--- config.mk ---
export PLATFORM = sky130hd
export DESIGN_NAME = piecewise_linear_offset_interp
export DESIGN_NICKNAME = d
export VERILOG_FILES = /design/src/hdl/pwlo_pkg.sv /design/src/hdl/pwlo_recip_div.sv /design/src/hdl/piecewise_linear_offset_interp.sv
export SDC_FILE = /design/constraint.sdc
export NUM_CORES = 1
export LEC_CHECK = 0
export ABC_AREA = 1
export BUFFER_PORTS_ARGS = -buffer_cell sky130_fd_sc_hd__buf_4
export CAP_MARGIN = 30
export CORE_MARGIN = 2
export CORE_UTILIZATION = 36
export CTS_BUF_LIST = sky130_fd_sc_hd__clkbuf_4 sky130_fd_sc_hd__clkbuf_8 sky130_fd_sc_hd__clkbuf_16
export CTS_CLUSTER_DIAMETER = 200
export DETAILED_ROUTE_END_ITERATION = 8
export GPL_TIMING_DRIVEN = 0
export PLACE_DENSITY = 0.55
export SYNTH_ARGS = -nofsm -noshare
export SYNTH_HDL_FRONTEND = slang
export SYNTH_SLANG_ARGS = --single-unit
--- constraint.sdc ---
create_clock -name clk -period 9.21 [get_ports clk]
set_input_delay 1.3815 -clock clk [delete_from_list [all_inputs] [get_ports clk]]
set_output_delay 1.3815 -clock clk [all_outputs]
set_load 0.05 [all_outputs]
--- src/hdl/pwlo_pkg.sv ---
// Package for the piecewise linear offset lookup.
// Holds the breakpoint curve, segment tables and datapath widths.
// No dependencies.
`default_nettype none

package pwlo_pkg;

	// Field and datapath widths.
	localparam int POS_W = 13;
	localparam int OFS_W = 11;
	localparam int ROM_POINTS = 11;
	localparam int SEG_COUNT = ROM_POINTS - 1;
	localparam int IDX_W = $clog2(SEG_COUNT);
	localparam int MAG_W = 7;
	localparam int DV_W = 10;
	localparam int M_W = DV_W + MAG_W;
	localparam int RCP_W = 18;
	localparam int RCP_SH = 24;
	localparam int Q_W = 11;
	localparam int RCP_ONE = 2 ** RCP_SH;

	typedef logic [POS_W-1:0] pos_t;
	typedef logic signed [OFS_W-1:0] ofs_t;
	typedef logic [IDX_W-1:0] idx_t;

	// Breakpoint positions, strictly descending.
	localparam pos_t CURVE_POS [ROM_POINTS] = '{
		13'd5310, 13'd5200, 13'd5100, 13'd5000, 13'd4900, 13'd4800,
		13'd4700, 13'd4600, 13'd4500, 13'd4400, 13'd4300
	};

	// Offset value at each breakpoint.
	localparam ofs_t CURVE_VAL [ROM_POINTS] = '{
		-11'sd620, -11'sd530, -11'sd475, -11'sd390, -11'sd110, 11'sd70,
		11'sd280, 11'sd400, 11'sd470, 11'sd530, 11'sd573
	};

	// Reciprocal of each segment width, scaled by two to the RCP_SH.
	localparam logic [RCP_W-1:0] SEG_RECIP [SEG_COUNT] = '{
		RCP_W'(RCP_ONE / 110), RCP_W'(RCP_ONE / 100), RCP_W'(RCP_ONE / 100),
		RCP_W'(RCP_ONE / 100), RCP_W'(RCP_ONE / 100), RCP_W'(RCP_ONE / 100),
		RCP_W'(RCP_ONE / 100), RCP_W'(RCP_ONE / 100), RCP_W'(RCP_ONE / 100),
		RCP_W'(RCP_ONE / 100)
	};

	// Value rise across one segment, one bit wider than a value.
	function automatic logic signed [OFS_W:0] seg_dv(input idx_t k);
		logic signed [OFS_W:0] lo;
		logic signed [OFS_W:0] hi;
		lo = (OFS_W+1)'(CURVE_VAL[k]);
		hi = (OFS_W+1)'(CURVE_VAL[k + 1'b1]);
		return hi - lo;
	endfunction

	// Position width of one segment.
	function automatic logic [MAG_W-1:0] seg_den(input idx_t k);
		pos_t diff;
		diff = CURVE_POS[k] - CURVE_POS[k + 1'b1];
		return diff[MAG_W-1:0];
	endfunction

endpackage

`default_nettype wire

--- src/hdl/pwlo_recip_div.sv ---
// Two-stage unsigned divide by a segment width, using a reciprocal
// multiply and one correction step. Depends on pwlo_pkg.
`default_nettype none

module pwlo_recip_div (
	input  wire logic                  clk,
	input  wire logic                  en,
	input  wire logic [pwlo_pkg::M_W-1:0] dividend,
	input  wire pwlo_pkg::idx_t        seg,
	output logic [pwlo_pkg::Q_W-1:0]   quotient
);
	import pwlo_pkg::*;

	localparam int PROD_W = M_W + RCP_W;

	logic [PROD_W-1:0] prod;
	logic [Q_W-1:0] q0_s4;
	logic [M_W-1:0] m_s4;
	idx_t seg_s4;
	logic [M_W-1:0] back;
	logic [M_W-1:0] rem;
	logic [MAG_W-1:0] den;
	logic [Q_W-1:0] q_s5;

	// The reciprocal product gives the quotient or one less.
	assign prod = PROD_W'(dividend) * PROD_W'(SEG_RECIP[seg]);

	always_ff @(posedge clk) begin
		if (en) begin
			q0_s4 <= prod[RCP_SH+Q_W-1:RCP_SH];
			m_s4 <= dividend;
			seg_s4 <= seg;
		end
	end

	// The remainder decides whether the estimate must step up by one.
	always_comb begin
		den = seg_den(seg_s4);
		back = M_W'(q0_s4 * M_W'(den));
		rem = m_s4 - back;
	end

	always_ff @(posedge clk) begin
		if (en) begin
			if (rem >= M_W'(den)) begin
				q_s5 <= q0_s4 + 1'b1;
			end else begin
				q_s5 <= q0_s4;
			end
		end
	end

	assign quotient = q_s5;

endmodule

`default_nettype wire

--- src/hdl/piecewise_linear_offset_interp.sv ---
// Channel   Handshake                       Payload
// input     position_valid / position_stall  position (13 bits, unsigned)
// output    offset_valid / offset_stall      offset (11 bits, signed)
//
// Six pipeline stages: segment search, distance, product, reciprocal
// multiply, correction, and the final add into the output register.
// One transaction enters per cycle unless the pipe is stalled; results leave in order.
// A stall on the output while a result waits freezes every stage, so nothing is lost or repeated.
// Reset clears only the valid bits. Depends on pwlo_pkg and pwlo_recip_div.
`default_nettype none

module piecewise_linear_offset_interp #(
	parameter int NUM_POINTS = 11
) (
	input  wire logic           clk,
	input  wire logic           arst_n,
	input  wire logic           position_valid,
	output logic                position_stall,
	input  wire pwlo_pkg::pos_t position,
	output logic                offset_valid,
	input  wire logic           offset_stall,
	output pwlo_pkg::ofs_t      offset
);
	import pwlo_pkg::*;

	localparam int PTS_HI = (NUM_POINTS < ROM_POINTS) ? NUM_POINTS : ROM_POINTS;
	localparam int PTS_USED = (PTS_HI < 2) ? 2 : PTS_HI;
	localparam int LAST = PTS_USED - 1;

	logic en;
	logic v_s1, v_s2, v_s3, v_s4, v_s5, v_s6;

	pos_t pc;
	idx_t k;
	pos_t pc_s1;
	idx_t k_s1;

	logic [POS_W:0] d;
	logic [POS_W:0] dabs;
	logic signed [OFS_W:0] dv;
	logic [OFS_W:0] dvabs;
	logic [MAG_W-1:0] dp_s2;
	logic [DV_W-1:0] dv_s2;
	logic neg_s2;
	idx_t k_s2;

	logic [M_W-1:0] m_s3;
	logic neg_s3;
	idx_t k_s3;

	logic neg_s4, neg_s5;
	idx_t k_s4, k_s5;
	logic [Q_W-1:0] q;
	ofs_t qs;
	ofs_t offset_s6;

	// The whole pipe advances unless a finished result is held back.
	assign en = !(v_s6 && offset_stall);
	assign position_stall = v_s6 && offset_stall;

	always_ff @(posedge clk or negedge arst_n) begin
		if (!arst_n) begin
			v_s1 <= 1'b0;
			v_s2 <= 1'b0;
			v_s3 <= 1'b0;
			v_s4 <= 1'b0;
			v_s5 <= 1'b0;
			v_s6 <= 1'b0;
		end else if (en) begin
			v_s1 <= position_valid;
			v_s2 <= v_s1;
			v_s3 <= v_s2;
			v_s4 <= v_s3;
			v_s5 <= v_s4;
			v_s6 <= v_s5;
		end
	end

	// Clamp to the curve and find the first breakpoint at or below it.
	always_comb begin
		pc = position;
		if (position > CURVE_POS[0]) begin
			pc = CURVE_POS[0];
		end else if (position < CURVE_POS[LAST]) begin
			pc = CURVE_POS[LAST];
		end
		k = IDX_W'(LAST - 1);
		for (int j = LAST - 1; j >= 0; j--) begin
			if (pc >= CURVE_POS[j]) begin
				k = IDX_W'(j);
			end
		end
	end

	always_ff @(posedge clk) begin
		if (en) begin
			pc_s1 <= pc;
			k_s1 <= k;
		end
	end

	// Signed distance from the breakpoint and the segment rise, as magnitudes.
	always_comb begin
		d = {1'b0, CURVE_POS[k_s1]} - {1'b0, pc_s1};
		dabs = d[POS_W] ? -d : d;
		dv = seg_dv(k_s1);
		dvabs = dv[OFS_W] ? -dv : dv;
	end

	always_ff @(posedge clk) begin
		if (en) begin
			dp_s2 <= dabs[MAG_W-1:0];
			dv_s2 <= dvabs[DV_W-1:0];
			neg_s2 <= d[POS_W] ^ dv[OFS_W];
			k_s2 <= k_s1;
		end
	end

	// Magnitude of the numerator.
	always_ff @(posedge clk) begin
		if (en) begin
			m_s3 <= M_W'(dv_s2) * M_W'(dp_s2);
			neg_s3 <= neg_s2;
			k_s3 <= k_s2;
		end
	end

	// Divide by the segment width over the next two stages.
	pwlo_recip_div u_div (
		.clk      (clk),
		.en       (en),
		.dividend (m_s3),
		.seg      (k_s3),
		.quotient (q)
	);

	always_ff @(posedge clk) begin
		if (en) begin
			neg_s4 <= neg_s3;
			k_s4 <= k_s3;
			neg_s5 <= neg_s4;
			k_s5 <= k_s4;
		end
	end

	// Apply the sign, which truncates toward zero, and add the base value.
	always_comb begin
		qs = neg_s5 ? -ofs_t'(q) : ofs_t'(q);
	end

	always_ff @(posedge clk) begin
		if (en) begin
			offset_s6 <= CURVE_VAL[k_s5] + qs;
		end
	end

	assign offset_valid = v_s6;
	assign offset = offset_s6;

endmodule

`default_nettype wire

==> metrics.txt, run 1 <==
Hold Crit Class reg -> reg; DR pass1 iterations 5; Seq cells post-synth 127; f_max 131 MHz; core area 53600 sq um; I/O pin total 30; drt initial violations 732; Synth async-reset ratio ~4.7%; n_diodes 0; slowest CP cell edfxtp_1; global-route wire length before repair 74.9 mm; routed vias 14387; Routed WL between 40 and 50 mm; largest cells by area after synthesis fa_1 26%, edfxtp_1 19%, ha_1 18%; Die Y 236 um; Post-layout nets 2833; Routability Congestion 0.891; area delta synth->final 9.08%; H-tree levels 4; Worst-Skew Late Latency 0.46 ns; Final ANT Viol Nets 0; fin crit share approximately 83%; RSZ-0062 raised after global routing no; setup_tns 0 ns; R2R Setup Slk 1.60 ns; commonest non-fill, non-tap cells in the layout 538 x inv_1, 358 x nand2_1, 279 x ha_1; fraction of the yosys area taken by sequential cells 19.5%; Placed Cells 2965; Syn. warnings 0; # resized after CTS 0; max incr delay on CP 0.59 ns; post-synth top area cell fa_1; Arr. time, crit path 7.82 ns; setup bufs post-CTS 0; Final Setup Violations 0; Initial Utilization a little over a third; cells after synthesis approximately 2200; initial antenna violation count 0; EDFF count, synth between 100 and 150; die span in x 236 um; critical path capture point u_div.quotient[3]; final std cells w/o fill between 2000 and 3000; wire per inst approximately 15 um; worst r2r src u_div.seg_s4[0]; status finished clean; Slew HR between 40% and 50%; RR Endpoint u_div.quotient[3]; top_reg_cell synth edfxtp_1; maxcap violations 0; post-layout min period 7.61 ns; post-synth net total 2784; kind of critical path reg -> reg; commonest non-fill, non-tap cell in the layout inv_1; Req. time, crit path 9.42 ns; Post-DP HPWL roughly 38 mm; Clk pin slew, worst setup/hold paths 0.06 ns; clock sink count about 130; DRC viols 0; Root Buffer clkbuf_16; CTS Buf Count 17; Via-to-Cell Ratio around 4.8; worst setup path startpoint u_div.seg_s4[0]; Synth cell types 50; largest net degree at the start of global routing 72; CTS tree built; Slew @ Worst Pin 0.812 ns; CTS Hold Buffers Added 0; total gr overflow 0; max-slew violations 0; Post-Syn Area around 19000 sq um; Die Area 55800 sq um; Yosys top cell area share 25.7%; clk buf depth 2; CP Capture Type flop; fillers 5420; syn_area_per_cell 8.67 sq um; startpoint types flop; endpoints failing hold 0; GRT Resource Usage Total 16.7%; CP dominant cell by count inv_1; share of layout cells above drive strength 1 4.26%; IO buf count 28; clock skew 0.0144 ns; critical path peak fanout 10; R2R depth 35; Rows 85; vias in the first global route 15308
-- per-layer routing --
layer  vias up  share of wire (%)  global-route usage [%]
li1       7130                  -                       -
met1      6954                 44                    20.5
met2       241                 51                    30.7
met5         -                  0                       0
met3        62                2.7                    2.27
met4         0                2.1                    4.49
-- cells by family after synthesis --
logic type                 count (synthesis)  share of synthesized area (%)
buffers and inverters                    563                           11.0
DFF                                      127                           19.5
AOI/OAI and AO/OA                        239                           6.86
other                                      2                         0.0387
adders and majority gates                528                           43.7
muxes                                      1                         0.0516
and+or+nand+nor                          689                           14.8
xor gates and xnor gates                  90                           4.06
-- worst min path at each step --
stage	start	end	slack [ns]	cells after the start
after floorplan	k_s2[0]	k_s3[0]	0.40	0
final	k_s2[2]	k_s3[2]	0.42	0
after global placement	k_s2[3]	k_s3[3]	0.41	0
after detailed placement	k_s2[2]	k_s3[2]	0.40	0
after global routing	neg_s2	neg_s3	0.42	0
after CTS	k_s2[2]	k_s3[2]	0.42	0
-- registers in the layout (all words and copies together) (netlist names), 7 cells and up --
signal and count:
dv_s2 10, pc_s1 13, dp_s2 7, offset 11
u_div.q0_s4 11, u_div.m_s4 17, u_div.quotient 11, m_s3 17
-- synthesized netlist by cell type, types with 2 or more instances --
| library cell | instances |
|---|---|
| o211ai_1 | 5 |
| a21oi_1 | 121 |
| nand2_1 | 359 |
| ha_1 | 279 |
| nand3_1 | 69 |
| nand2_2 | 8 |
| nor3_1 | 26 |
| fa_1 | 249 |
| o21ai_0 | 66 |
| clkinv_1 | 3 |
| nand4_1 | 17 |
| xnor2_1 | 29 |
| inv_2 | 5 |
| a21boi_0 | 4 |
| a31oi_1 | 9 |
| conb_1 | 2 |
| nand3b_1 | 6 |
| dfrtp_1 | 6 |
| nand3_2 | 5 |
| a21o_1 | 3 |
| nor4_1 | 6 |
| o221ai_1 | 3 |
| nor2_1 | 182 |
| clkbuf_1 | 14 |
| a221oi_1 | 2 |
| inv_1 | 538 |
| xor2_1 | 61 |
| o31ai_1 | 8 |
| nor2_2 | 3 |
| or2_2 | 5 |
| o21a_1 | 2 |
| edfxtp_1 | 121 |
| o21bai_1 | 6 |
-- critical path: cells and delay by family (launching register included) --
kind | cells | cell delay (ns)
compound gates | 6 | 1.01
simple gates | 12 | 1.54
buf+inv | 8 | 0.81
fa+ha+maj | 8 | 3.22
flops | 1 | 0.59
xor+xnor | 1 | 0.19
-- final cells by class --
| type | count | area [sq um] | share of cell area, % |
|---|---|---|---|
| plain buffers | 17 | 76.3 | 0.361 |
| clock buffers | 20 | 454 | 2.15 |
| clock inverters | 12 | 184 | 0.869 |
| inverters | 546 | 2050 | 9.68 |
| multi-input cells | 1549 | 13500 | 63.8 |
| flip-flops and latches | 127 | 3780 | 17.9 |
| well taps | 696 | 871 | 4.11 |
| repair buffers | 30 | 245 | 1.16 |
-- stage by stage --
step / worst slack [ns] / hold WS, ns / cell area, sq um / util (%)
5_1_grt: 0.952 / 0.423 / 21200 / 39.5
4_1_cts: 1.60 / 0.418 / 21200 / 39.5
3_3_place_gp: 1.21 / 0.407 / 20500 / 38.2
2_1_floorplan: 2.57 / 0.400 / 19400 / -
6_report: 1.60 / 0.419 / 21200 / 39.5
3_5_place_dp: 1.64 / 0.405 / 20500 / 38.3
Power of run 1 is not shown: default switching activity piles up to over one toggle a cycle in this logic, so the estimate is an artifact.
==> inputs of run 2 (changes only) <==
Clock period 9.21 ns to 7.79 ns, I/O delays scaled along.
==> metrics.txt, run 2 (synthesis results as in run 1) <==
Buf/Inv on CP 6; CP dominant cell by count nand2_1; Post-layout nets roughly 2800; die span in x 236 um; Hold Crit Class reg -> reg; Rows 85; FF+latch area ~3800 sq um; Worst-Skew Late Latency 0.46 ns; fillers approximately 5400; share of layout cells above drive strength 1 4.98%; vias in the first global route 15308; CTS tree built; Final ANT Viol Nets 0; DR pass1 iterations 5; largest net degree at the start of global routing 72; M1 GR Usage between 20 and 25%; Clk pin slew, worst setup/hold paths 0.06 ns; area delta synth->final 9.51%; routed vias 14441; Slew @ Worst Pin approximately 0.81 ns; max-slew violations 0; Top Usage Layer GRT met2; CTS Hold Buffers Added 0; maxcap violations 0; wire per inst 14.8 um; GR Util met2 30.7%; Initial Utilization between 30% and 40%; Routability Congestion 0.891; slowest CP cell fa_1; Req. time, crit path roughly 8 ns; Die Area 55800 sq um; clock skew 0.0150 ns; met3 usage under 10%; setup_tns 0 ns; kind of critical path reg -> reg; Final Setup Violations 0; CP Capture Type flop; total gr overflow 0; core area around 54000 sq um; Slew HR 45.9%; critical path peak fanout 10; Post-DP HPWL approximately 38 mm; f_max 137 MHz; endpoints failing hold 0; post-layout min period 7.30 ns; Routed WL 44.6 mm; commonest non-fill, non-tap cell in the layout inv_1; n_diodes 0; commonest non-fill, non-tap cells in the layout 536 x inv_1, 356 x nand2_1, 277 x ha_1; GRT Resource Usage Total 16.7%; DRC viols 0; Via-to-Cell Ratio 4.81; I/O pin total 30; clk buf depth 2; clock sink count about 130; initial antenna violation count 0; Die Y 236 um; CP top delay family adder cells; H-tree levels 4; CTS Buf Count 17; startpoint types flop; multi-input logic area 13500 sq um; fin crit share about 94%; max incr delay on CP 0.60 ns; status finished clean; drt initial violations 798; global-route wire length before repair 74.9 mm; IO buf count 28; Root Buffer clkbuf_16; Arr. time, crit path 7.51 ns; Top Registers m_s3: 17 flops, u_div.m_s4: 17 flops, pc_s1: 13 flops
==> run 2: worst paths after layout <==
check,start,end,slack (ns),cells past startpoint
worst max-delay path,u_div.seg_s4[0],u_div.quotient[3],0.49,33
worst max register to register,u_div.seg_s4[0],u_div.quotient[3],0.49,33
min in group asynchronous,arst_n,offset_valid,0.50,1
worst min register to register,k_s2[2],k_s3[2],0.42,0
worst min-delay path,k_s2[2],k_s3[2],0.42,0
max in group asynchronous,arst_n,v_s2,7.17,1
==> run 2: what timing repair did <==
item,CTS,global route
gates resized for setup,0,11
setup buffers,0,7
endpoints found under the setup margin,0,11
endpoints found under the hold margin,0,0
==> run 2: final cells by class <==
| cell class | instances | area share [%] |
|---|---|---|
| well taps | 696 | 4.10 |
| flip-flops and latches | 127 | 17.8 |
| repair buffers | 37 | 1.40 |
| multi-input cells | 1549 | 63.7 |
| clock inverters | 12 | 0.866 |
| inverters | 546 | 9.65 |
| clock buffers | 20 | 2.14 |
| plain buffers | 17 | 0.365 |
==> run 2: per-layer routing <==
| metal | routed length [um] | vias up |
|---|---|---|
| li1 | - | 7144 |
| met5 | 0 | - |
| met2 | 22900 | 265 |
| met4 | 910 | 0 |
| met3 | 1320 | 65 |
| met1 | 19400 | 6967 |
==> run 2: through the flow <==
stage	std cells	hold slack [ns]	cell area, sq um	setup WS, ns	util [%]
2_1_floorplan	2239	0.400	19400	1.20	-
3_3_place_gp	2963	0.407	20500	-0.205	38.2
3_5_place_dp	2965	0.405	20500	0.224	38.3
4_1_cts	2997	0.418	21200	0.177	39.5
5_1_grt	3004	0.423	21200	-0.0269	39.6
6_report	3004	0.419	21200	0.495	39.6
Power of run 2 is left out for the same reason.
